`src/sv/assert_macros.svh`:
```
// ----------------------------------------------------------------------------
// assert_macros
// Assertion helpers for the deque top module, empty for synthesis.
// ----------------------------------------------------------------------------
`ifndef ASSERT_MACROS_SVH
`define ASSERT_MACROS_SVH

`ifndef SYNTHESIS

`define DQ_ASSERT(lbl, clk, rst, prop, msg) \
   lbl: assert property (@(posedge clk) disable iff (rst) (prop)) else $error(msg);

`define DQ_IMPLY(lbl, clk, rst, ante, cons, msg) \
   lbl: assert property (@(posedge clk) disable iff (rst) (ante) |-> (cons)) else $error(msg);

`else

`define DQ_ASSERT(lbl, clk, rst, prop, msg)

`define DQ_IMPLY(lbl, clk, rst, ante, cons, msg)

`endif

`endif

```
`src/sv/dq_pkg.sv`:
```
// ----------------------------------------------------------------------------
// dq_pkg
// Types and constants of the bounded deque with insert and find.
// ----------------------------------------------------------------------------
`default_nettype none

package dq_pkg;

   localparam int WORD_W       = 32;
   localparam int OP_W         = 3;
   localparam int IDX_W        = 6;
   localparam int ERR_W        = 3;
   localparam int CNT_OUT_W    = 7;
   localparam int DEF_CAPACITY = 64;

   typedef enum logic [OP_W-1:0] {
      OP_PUSH_BACK  = 3'd0,
      OP_POP_BACK   = 3'd1,
      OP_PUSH_FRONT = 3'd2,
      OP_POP_FRONT  = 3'd3,
      OP_INSERT     = 3'd4,
      OP_READ       = 3'd5,
      OP_FIND       = 3'd6
   } op_type;

   typedef enum logic [ERR_W-1:0] {
      ERR_NONE     = 3'd0,
      ERR_EMPTY    = 3'd1,
      ERR_INDEX    = 3'd2,
      ERR_NOTFOUND = 3'd3,
      ERR_FULL     = 3'd4
   } err_type;

   typedef struct packed {
      logic [OP_W-1:0]          operation;
      logic signed [WORD_W-1:0] value;
      logic [IDX_W-1:0]         index;
   } req_type;

   typedef struct packed {
      logic signed [WORD_W-1:0] data;
      logic [ERR_W-1:0]         error;
      logic [CNT_OUT_W-1:0]     count;
   } rsp_type;

   // broadcast from the controller to every cell
   typedef struct packed {
      logic              match;
      logic              commit;
      logic [OP_W-1:0]   operation;
      logic [WORD_W-1:0] value;
      logic [IDX_W-1:0]  index;
   } ctl_type;

endpackage

`default_nettype wire

```
`src/sv/dq_cell.sv`:
```
// ----------------------------------------------------------------------------
// dq_cell
// One storage slot of the row: shifts, loads and flags a hit for its position.
// ----------------------------------------------------------------------------
`default_nettype none

module dq_cell #(
   parameter int POS   = 0,
   parameter int CNT_W = 7
) (
   input  wire logic                        clock,
   input  wire logic                        reset,
   input  wire dq_pkg::ctl_type             ctl,
   input  wire logic [CNT_W-1:0]            count,
   input  wire logic [dq_pkg::WORD_W-1:0]   left_word,
   input  wire logic [dq_pkg::WORD_W-1:0]   right_word,
   output logic [dq_pkg::WORD_W-1:0]        word,
   output logic                             hit
);

   localparam int CMP_W = ((CNT_W > dq_pkg::IDX_W) ? CNT_W : dq_pkg::IDX_W) + 1;
   localparam logic [CMP_W-1:0] POS_C = CMP_W'(POS);

   logic [dq_pkg::WORD_W-1:0] word_ff, word_in;
   logic                      hit_ff, hit_in;
   logic [CMP_W-1:0]          cnt_x, idx_x, idx_nx, pos_nx;

   assign cnt_x  = CMP_W'(count);
   assign idx_x  = CMP_W'(ctl.index);
   assign idx_nx = idx_x + CMP_W'(1);
   assign pos_nx = POS_C + CMP_W'(1);

   always_comb begin
      word_in = word_ff;
      hit_in  = hit_ff;
      if (ctl.commit) begin
         case (ctl.operation)
            dq_pkg::OP_PUSH_BACK: begin
               if (POS_C == cnt_x) word_in = ctl.value;
            end
            dq_pkg::OP_PUSH_FRONT: begin
               if (POS_C == '0) word_in = ctl.value;
               else if (POS_C <= cnt_x) word_in = left_word;
            end
            dq_pkg::OP_POP_FRONT: begin
               if (pos_nx < cnt_x) word_in = right_word;
            end
            dq_pkg::OP_INSERT: begin
               if (POS_C == idx_nx) word_in = ctl.value;
               else if (POS_C > idx_nx && POS_C <= cnt_x) word_in = left_word;
            end
            default: ;
         endcase
      end
      if (ctl.match) begin
         case (ctl.operation)
            dq_pkg::OP_POP_BACK:  hit_in = (pos_nx == cnt_x);
            dq_pkg::OP_POP_FRONT: hit_in = (POS_C == '0) && (cnt_x != '0);
            dq_pkg::OP_READ:      hit_in = (POS_C == idx_x) && (POS_C < cnt_x);
            dq_pkg::OP_FIND:      hit_in = (word_ff == ctl.value) && (POS_C < cnt_x);
            default:              hit_in = 1'b0;
         endcase
      end
   end

   always_ff @(posedge clock) begin
      word_ff <= word_in;
      if (reset) begin
         hit_ff <= 1'b0;
      end else begin
         hit_ff <= hit_in;
      end
   end

   assign word = word_ff;
   assign hit  = hit_ff;

endmodule

`default_nettype wire

```
`config.mk`:
```
export PLATFORM = sky130hd
export DESIGN_NAME = dq_cell
export DESIGN_NICKNAME = d
export VERILOG_FILES = /design/src/sv/assert_macros.svh /design/src/sv/dq_pkg.sv /design/src/sv/dq_cell.sv
export SDC_FILE = /design/constraint.sdc
export NUM_CORES = 1
export LEC_CHECK = 0
export ABC_AREA = 1
export ABC_CLOCK_PERIOD_IN_PS = 6700
export BUFFER_PORTS_ARGS = -buffer_cell sky130_fd_sc_hd__buf_2
export CORE_MARGIN = 2
export CORE_UTILIZATION = 47
export CTS_CLUSTER_DIAMETER = 200
export CTS_CLUSTER_SIZE = 16
export DETAILED_ROUTE_END_ITERATION = 10
export MAX_ROUTING_LAYER = met4
export PLACE_DENSITY = 0.9
export RECOVER_POWER = 25
export SETUP_SLACK_MARGIN = 0.05
export SLEW_MARGIN = 20
export SYNTH_ARGS = -nofsm -noshare
export SYNTH_HDL_FRONTEND = slang
export SYNTH_SLANG_ARGS = --single-unit
```
`constraint.sdc`:
```
create_clock -name clock -period 6.7 [get_ports clock]
set_input_delay 0.67 -clock clock [delete_from_list [all_inputs] [get_ports clock]]
set_output_delay 0.67 -clock clock [all_outputs]
set_load 0.05 [all_outputs]
```
Yosys cells after proc, flatten, opt, wreduce, memory -nomap -nowiden. Index checks and enable logic that the tools add are counted.

Flip-flop bits (word level): 33. Bits of input ports: 116. Output and inout bits: 33. Logic and storage cells: 34.

Add/subtract/negate cells: 1. Order comparisons: 4. Eq/ne operators: 11. Multiplexer cells: 6. Reductions and logical operators: 10.

Operator list (number): $mux W32 (4); $pmux W32 S4 (1); $eq A32 B32 Y1 (1); $logic_not A8 Y1 (3); $lt A1 B7 Y1 const A (2); $eq A3 B3 Y1 const B (3); $reduce_bool A8 Y1 (1); $add A6 B1 Y7 const B (1); $eq A1 B7 Y1 const A (1); $gt A1 B7 Y1 const A (1); $le A1 B7 Y1 const A (1); $eq A3 B2 Y1 const B (2); $reduce_and A5 Y1 (1); $ne A2 B2 Y1 const B (2); $pmux W1 S4 (1); $reduce_bool A4 Y1 (1); $eq A3 B1 Y1 const B (1); $logic_and A1 B1 Y1 (3); $logic_not A3 Y1 (1); $ne A3 B3 Y1 const B (1).

Logic depth before layout (Yosys ltp). Gate-level depths: netlist of the first run.

Depth in word-level cells: 6. Gate-level depth with buffers: 11. Depth with buffers taken out: 11.

Least setup slack after synthesis of the first run. OpenSTA, ideal clock, no wires.

Path type: in2reg. From: input port ctl[0] (netlist bit). To: register word_ff, in the netlist word[0] (enable). Data arrival time: 3.658 ns. Required time: 6.230 ns. Slack: 2.572 ns. Stages on the path: 8. Buffers on the path: 0. Cells stage by stage: ha_1 -> nand2_1 -> inv_1 -> nor2_1 -> o21ai_0 -> a21oi_1 -> o21ai_0 -> a211oi_1.

Longest elaborated chain between the ends: 5. Elaborated cells between the ends (all ways): 6.

RTL lines: from (decl) (RTL line dq_cell.sv:13) `input wire dq_pkg::ctl_type ctl,`; $add A6 B1 Y7 * (RTL line dq_cell.sv:30) `assign idx_nx = idx_x + CMP_W'(1);`; $gt A1 B7 Y1 (RTL line dq_cell.sv:50) `else if (POS_C > idx_nx && POS_C <= cnt_x) word_in = left_word;`; $logic_and A1 B1 Y1 (RTL line dq_cell.sv:50); $ne A3 B3 Y1 (no line) *; $reduce_and A5 Y1 (no line) *; to (signal assigned) (RTL line dq_cell.sv:67) `word_ff <= word_in;`; to (decl) (RTL line dq_cell.sv:24) `logic [dq_pkg::WORD_W-1:0] word_ff, word_in;`.

Mark *: on every way between the ends. The rest lies on a longest branch, timed or not. A chain may end at the register's enable or synchronous reset.

Worst setup path in the final report of the first run.
From: input port ctl[39] (netlist bit). To: register word_ff, in the netlist word[7], data pin.

Longest elaborated chain between the ends: 2. Elaborated cells between the ends (all ways): 5.

RTL lines: $eq A3 B3 Y1 (tied with other cells) (RTL line dq_cell.sv:37) `case (ctl.operation)`; $pmux W32 S4 * (RTL line dq_cell.sv:37).

Marks and branches as above.

==> results of run 1 <==
## area by class of cell
type | count | area [sq um] | area share (%)
Multi-Input combinational cell | 252 | 1340 | 40.6
Sequential cell | 33 | 981 | 29.8
Timing Repair Buffer | 150 | 726 | 22.0
Tap cell | 70 | 87.6 | 2.66
Inverter | 23 | 86.3 | 2.62
Clock buffer | 6 | 72.6 | 2.20
Clock inverter | 1 | 3.75 | 0.114
## cell families (layout without fill, tap and decap cells)
family / count (synthesis) / in the layout / synth area share, %
fa+ha+maj: 2 / 2 / 1.02
compound gates: 51 / 51 / 12.7
simple gates: 173 / 173 / 30.7
xor+xnor: 26 / 26 / 9.24
buf+inv: 39 / 180 / 6.50
flops: 33 / 33 / 39.8
## power groups by stage
stage	Combinational, mW	Sequential (mW)	Clock (mW)
global route	0.218	0.268	0.145
finish	0.202	0.266	0.139
detailed placement	0.205	0.270	0
floorplan	0.0657	0.334	0
CTS	0.206	0.266	0.139
global placement	0.201	0.269	0
## stage by stage
step / cells / power (mW) / instance area (sq um)
floorplan: 324 / 0.400 / 2460
global placement: 528 / 0.470 / 3250
detailed placement: 528 / 0.475 / 3250
CTS: 535 / 0.610 / 3320
global route: 535 / 0.631 / 3290
finish: 535 / 0.607 / 3290
## metal layers
metal | vias up | global-route usage [%] | part of all wire (%)
met5 | - | - | 0
met4 | 0 | 6.73 | 1.5
met3 | 14 | 3.32 | 8.2
met2 | 168 | 45.0 | 51
met1 | 1278 | 31.1 | 40
li1 | 1398 | - | -
## worst max-delay path, delay by kind of cell
family / cells / cell delay (ns)
AO/OA/AOI/OAI: 1 / 0.10
buffers and inverters: 2 / 1.00
AND/OR/NAND/NOR: 4 / 1.22
## state kept, by name (all words and copies together), names as in the netlist
name / flops
hit: 1
word: 32
## layout by cell type, fill, tap and decap left out
master     synthesis  final
edfxtp_1          32     32
buf_4              0      2
a211oi_4           0      1
nor3_4             1      1
o211ai_1          21     21
nor4_1             2      2
inv_1             21     21
nand2_1           70     70
clkinv_1           0      1
nand4_2            1      1
nor3_1             4      4
nor2_1            37     37
inv_2              2      2
clkbuf_8           0      5
buf_2             10    124
o2111ai_1          1      1
xor2_1            11     11
o21ai_0           21     21
xnor2_1           15     15
or2_2              1      1
ha_1               2      2
a21oi_1            7      7
dfxtp_1            1      1
clkbuf_1           4     25
nand4_1            2      2
nand3_1           55     55
## final timing paths
| path | endpoint | slack (ns) | cells after the start |
|---|---|---|---|
| setup / recovery | word[7] | 3.69 | 7 |
| hold reg to reg | hit | 0.46 | 2 |
| setup reg to reg | hit | 5.36 | 8 |
| hold / removal | hit | 0.46 | 2 |
==> flow_summary.toml, run 1 <==
[cts]
cts_buffers = 5
numClockSinks = 33
clockBufferDepth = 2
cts_hold_buffers = 0
clk_latency_ns = 0.27
cts_setup_buffers = 0
cts_resized = 0
cts_tree = "built"
root_buffer = "clkbuf_8"
path_clk_slew_ns = 0.07
htreeDepth = 2

[synthesis]
ys.flop_type = "edfxtp_1"
seq_area_frac_synth_pct = 39.8
synth_area_sq_mm = 0.00246
synth_edf_count = 32
yosysMostFrequentCell = "nand2_1"
postSynth.asyncResetShare_pct = 0
yosysUniqueCellTypes = 25
syn_nets = 442
synth_top_area_share_pct = 39.0
syn_avg_cell_area_sq_um = 7.61
ys_warn_count = 0
yosys_register_bits = 33
synthTopCellsByArea = "edfxtp_1 39%, nand3_1 11%, nand2_1 11%, o211ai_1 6.4%, nor2_1 5.6%"
synth_top_cell_by_area = "edfxtp_1"
synth_common_cells = "70 x nand2_1, 55 x nand3_1, 37 x nor2_1"
synthCells = 324

[sta]
clock_skew_ns = 0.00404
setup_tns_ns = 0
period_needed_ns = 3.01
rsz0062_at_grt = "false"
layout_setup_ws_ns = 3.69
final_max_slew_viol_count = 0
hold_slack_ns = 0.464
finalHoldViolCount = 0
max_freq_ghz = 0.332
setup_viol = 0
max_slew_margin_pct = 40.9
tightest_slew_ns = 0.885
period_share_pct = 44.9

[die]
fp.dieW_um = 76.4
initial_utilization_pct = 48.6
coreArea_sq_mm = 0.00507
die_area_sq_mm = 0.00584
rows = 26
ios = 149
fp.dieH_um = 76.4

[worst_setup_path]
cp_data_required_time_ns = 6.71
path_cells = "buf_2 > nor2_1 > nand2_1 > inv_1 > nand2_1 > nand2_1 > o211ai_1"
crit_path_max_fanout = 30
cpPeakStageDelay_ns = 0.86
slowest_stage = "inv_1"
start_kind = "input pin"
critPathCaptureType = "register"
critical_path_class = "input pin to register"
path_common_cell = "nand2_1"
startpoint = "ctl[39]"
reg2reg_from = "word[26]"
crit_arrival_ns = 3.02

[power_and_ir_drop]
power.net_switching_mw = 0.219
swShare_pct = 36.1
cellLeakagePower_nw = 1.49
p_comb_share_pct = 33.3
internal_power_mw = 0.388
clock_power_share_pct = 22.8
seqPwrFrac_pct = 43.8
vdd_drop_max_mv = 0.135
power_density_mw_per_mm2 = 184

[grt]
globalRouteOverflowTotal = 0
grt_max_degree = 33
grt_first_pass_wirelength_um = 11900
grt.total_usage_pct = 25.6
grt_pass1_vias = 2642
antenna_found_initial = 0

[routing]
drc_errors = 0
ant_nets = 0
drt_iter0_drc = 207
routedWlPerCell_um = 14.1
wirelength_um = 7530
via_per_inst = 5.34
firstDrtPassIters = 7
route.vias.total = 2858

[layout]
layout-drive-gt1-share_pct = 29.5
utilization_pct = 64.9
nNetsFinal = 583
fill_cells = 452
area_delta_synth_final_pct = 33.6
antenna_cells = 0

[worst_hold_path]
min-delay-start = "hit"
min_path_type = "register to register"

[placed_design]
pre_cts_slack_ns = 3.44
numPortBuffers = 148
gp_congestion = 0.923
hpwl_um = 5790

[outcome]
outcome = "finished, final reports clean"

[run]
drv_cap = 0
No activity file was read; power rests on OpenSTA's default activity.
==> run 2, diff against run 1 <==
--- a/config.mk
+++ b/config.mk
@@ -5,16 +5,16 @@
 export SDC_FILE = /design/constraint.sdc
 export NUM_CORES = 1
 export LEC_CHECK = 0
-export ABC_AREA = 1
-export ABC_CLOCK_PERIOD_IN_PS = 6700
+export ABC_AREA = 0
+export ABC_CLOCK_PERIOD_IN_PS = 3000
 export BUFFER_PORTS_ARGS = -buffer_cell sky130_fd_sc_hd__buf_2
 export CORE_MARGIN = 2
-export CORE_UTILIZATION = 47
+export CORE_UTILIZATION = 43
 export CTS_CLUSTER_DIAMETER = 200
 export CTS_CLUSTER_SIZE = 16
 export DETAILED_ROUTE_END_ITERATION = 10
 export MAX_ROUTING_LAYER = met4
-export PLACE_DENSITY = 0.9
+export PLACE_DENSITY = 0.85
 export RECOVER_POWER = 25
 export SETUP_SLACK_MARGIN = 0.05
 export SLEW_MARGIN = 20
==> constraint.sdc (replaced) <==
create_clock -name clock -period 3 [get_ports clock]
set_input_delay 0.3 -clock clock [delete_from_list [all_inputs] [get_ports clock]]
set_output_delay 0.3 -clock clock [all_outputs]
set_load 0.05 [all_outputs]
==> run 2 against run 1 <==
  * Via count fell by 22%
  * Critical endpoint unchanged
  * Die area rose by 2.0%
  * Total power rose by 110%
  * Synthesized area fell by 6.5%
  * Count of clock-buffer cells in the layout fell by 1
  * Critical path type unchanged
  * Largest cell class unchanged
==> flow_summary.toml, run 2 <==
[outcome]
outcome = "finished, final reports clean"

[sta]
final_max_slew_viol_count = 0
max_slew_margin_pct = 50.3
max_freq_ghz = 0.524
period_needed_ns = 1.91
tightest_slew_ns = 0.744
period_share_pct = 63.6
setup_tns_ns = 0
rsz0062_at_grt = "false"
setup_viol = 0
finalHoldViolCount = 0
clock_skew_ns = 0.00477
layout_setup_ws_ns = 1.09

[routing]
wirelength_um = 6710
drc_errors = 0
route.vias.total = 2229
via_per_inst = 5.08
routedWlPerCell_um = 15.3
drt_iter0_drc = 72
ant_nets = 0
firstDrtPassIters = 4

[cts]
path_clk_slew_ns = 0.07
clk_latency_ns = 0.28
cts_setup_buffers = 0
cts_hold_buffers = 0
root_buffer = "clkbuf_8"
cts_buffers = 5
clockBufferDepth = 2
cts_tree = "built"
numClockSinks = 33
cts_resized = 0
htreeDepth = 2

[run]
drv_cap = 0

[grt]
grt_first_pass_wirelength_um = 10300
grt_pass1_vias = 2251
globalRouteOverflowTotal = 0
antenna_found_initial = 0
grt.total_usage_pct = 22.6
grt_max_degree = 33

[synthesis]
synthCells = 217
synth_area_sq_mm = 0.00230
ys.flop_type = "edfxtp_1"
yosys_register_bits = 33
syn_avg_cell_area_sq_um = 10.6
ys_warn_count = 0
synth_top_area_share_pct = 41.7
syn_nets = 335
postSynth.asyncResetShare_pct = 0
yosysUniqueCellTypes = 31
synth_edf_count = 32
seq_area_frac_synth_pct = 42.6
synthTopCellsByArea = "edfxtp_1 42%, a22oi_2 16%, nand2_1 11%, xnor2_1 6.1%, xor2_1 6.1%"
synth_top_cell_by_area = "edfxtp_1"
yosysMostFrequentCell = "nand2_1"
synth_common_cells = "67 x nand2_1, 32 x edfxtp_1, 30 x a22oi_2"

[worst_setup_path]
crit_path_max_fanout = 18
cp_data_required_time_ns = 2.96
crit_family = "simple AND/OR/NAND/NOR gates"
critical_path_class = "input pin to register"
crit_buf_inv = 3
crit_arrival_ns = 1.87
critPathCaptureType = "register"
path_cells = "buf_2 > inv_1 > ha_1 > nor4b_1 > nor2_1 > nor4_1 > o21ai_0 > nor2_4 > buf_4"
cpPeakStageDelay_ns = 0.28
start_kind = "input pin"
slowest_stage = "ha_1"

[power_and_ir_drop]
cellLeakagePower_nw = 1.35
power_density_mw_per_mm2 = 407
vdd_drop_max_mv = 0.194

[worst_hold_path]
min_path_type = "input pin to register"

[placed_design]
numPortBuffers = 148
gp_congestion = 0.844
pre_cts_slack_ns = 0.813
hpwl_um = 5430

[die]
fp.dieH_um = 77.2
rows = 26
fp.dieW_um = 77.2
ios = 149
initial_utilization_pct = 44.8
die_area_sq_mm = 0.00596
coreArea_sq_mm = 0.00514

[layout]
area_delta_synth_final_pct = 36.8
mostFrequentLayoutCells = "124 x buf_2, 67 x nand2_1, 32 x edfxtp_1"
antenna_cells = 0
largest_reg_flops = 32
layout_commonest_cell = "buf_2"
layout-drive-gt1-share_pct = 47.2
nNetsFinal = 486
fill_cells = 471
-- run 2: metrics by stage --
step	cells	power (mW)	util [%]	hold WS, ns	area (sq um)
after global placement	431	0.958	60.2	0.523	3090
after floorplan	217	0.815	-	0.414	2300
after detailed placement	431	0.971	60.2	0.531	3090
final	439	1.28	61.3	0.242	3150
after global routing	439	1.34	61.3	0.225	3150
after CTS	439	1.30	61.9	0.234	3180
-- run 2: report_power, final --
| part | internal [mW] | switching (mW) | total, mW |
|---|---|---|---|
| clock | 0.160 | 0.168 | 0.328 |
| sequential | 0.546 | 0.0203 | 0.567 |
| combinational | 0.139 | 0.249 | 0.388 |
-- run 2: path summary, 6_finish.rpt --
kind,start,to,slack (ns),cells after the start
max reg2reg,word[20],hit,1.51,5
max,ctl[0],word[7],1.09,9
min,reset,hit,0.24,2
min reg2reg,hit,hit,0.70,3
-- run 2: area by class of cell --
type	instances	area [sq um]	share of cell area [%]
tap	70	87.6	2.78
sequential	33	981	31.1
multi-input combinational	173	1240	39.4
clock buffer	5	68.8	2.18
timing repair buffer	153	748	23.7
clock inverter	3	17.5	0.556
inverter	2	7.51	0.238
-- run 2: cells by family (layout without fill, tap and decap cells) --
group	after synthesis	count (layout)	synth area share, %
flip-flops	33	33	42.6
AND/OR/NAND/NOR	96	96	19.1
adder cells (fa/ha/maj)	2	2	1.09
buffers and inverters	11	163	4.24
AO/OA/AOI/OAI	43	43	20.9
XOR/XNOR	32	32	12.2
-- run 2: layer usage --
metal	GRT usage [%]	up-vias	routed length, um
met5	-	-	0
met4	6.07	0	87
met3	4.82	10	466
met2	39.5	108	3350
met1	26.4	1017	2800
li1	-	1094	-
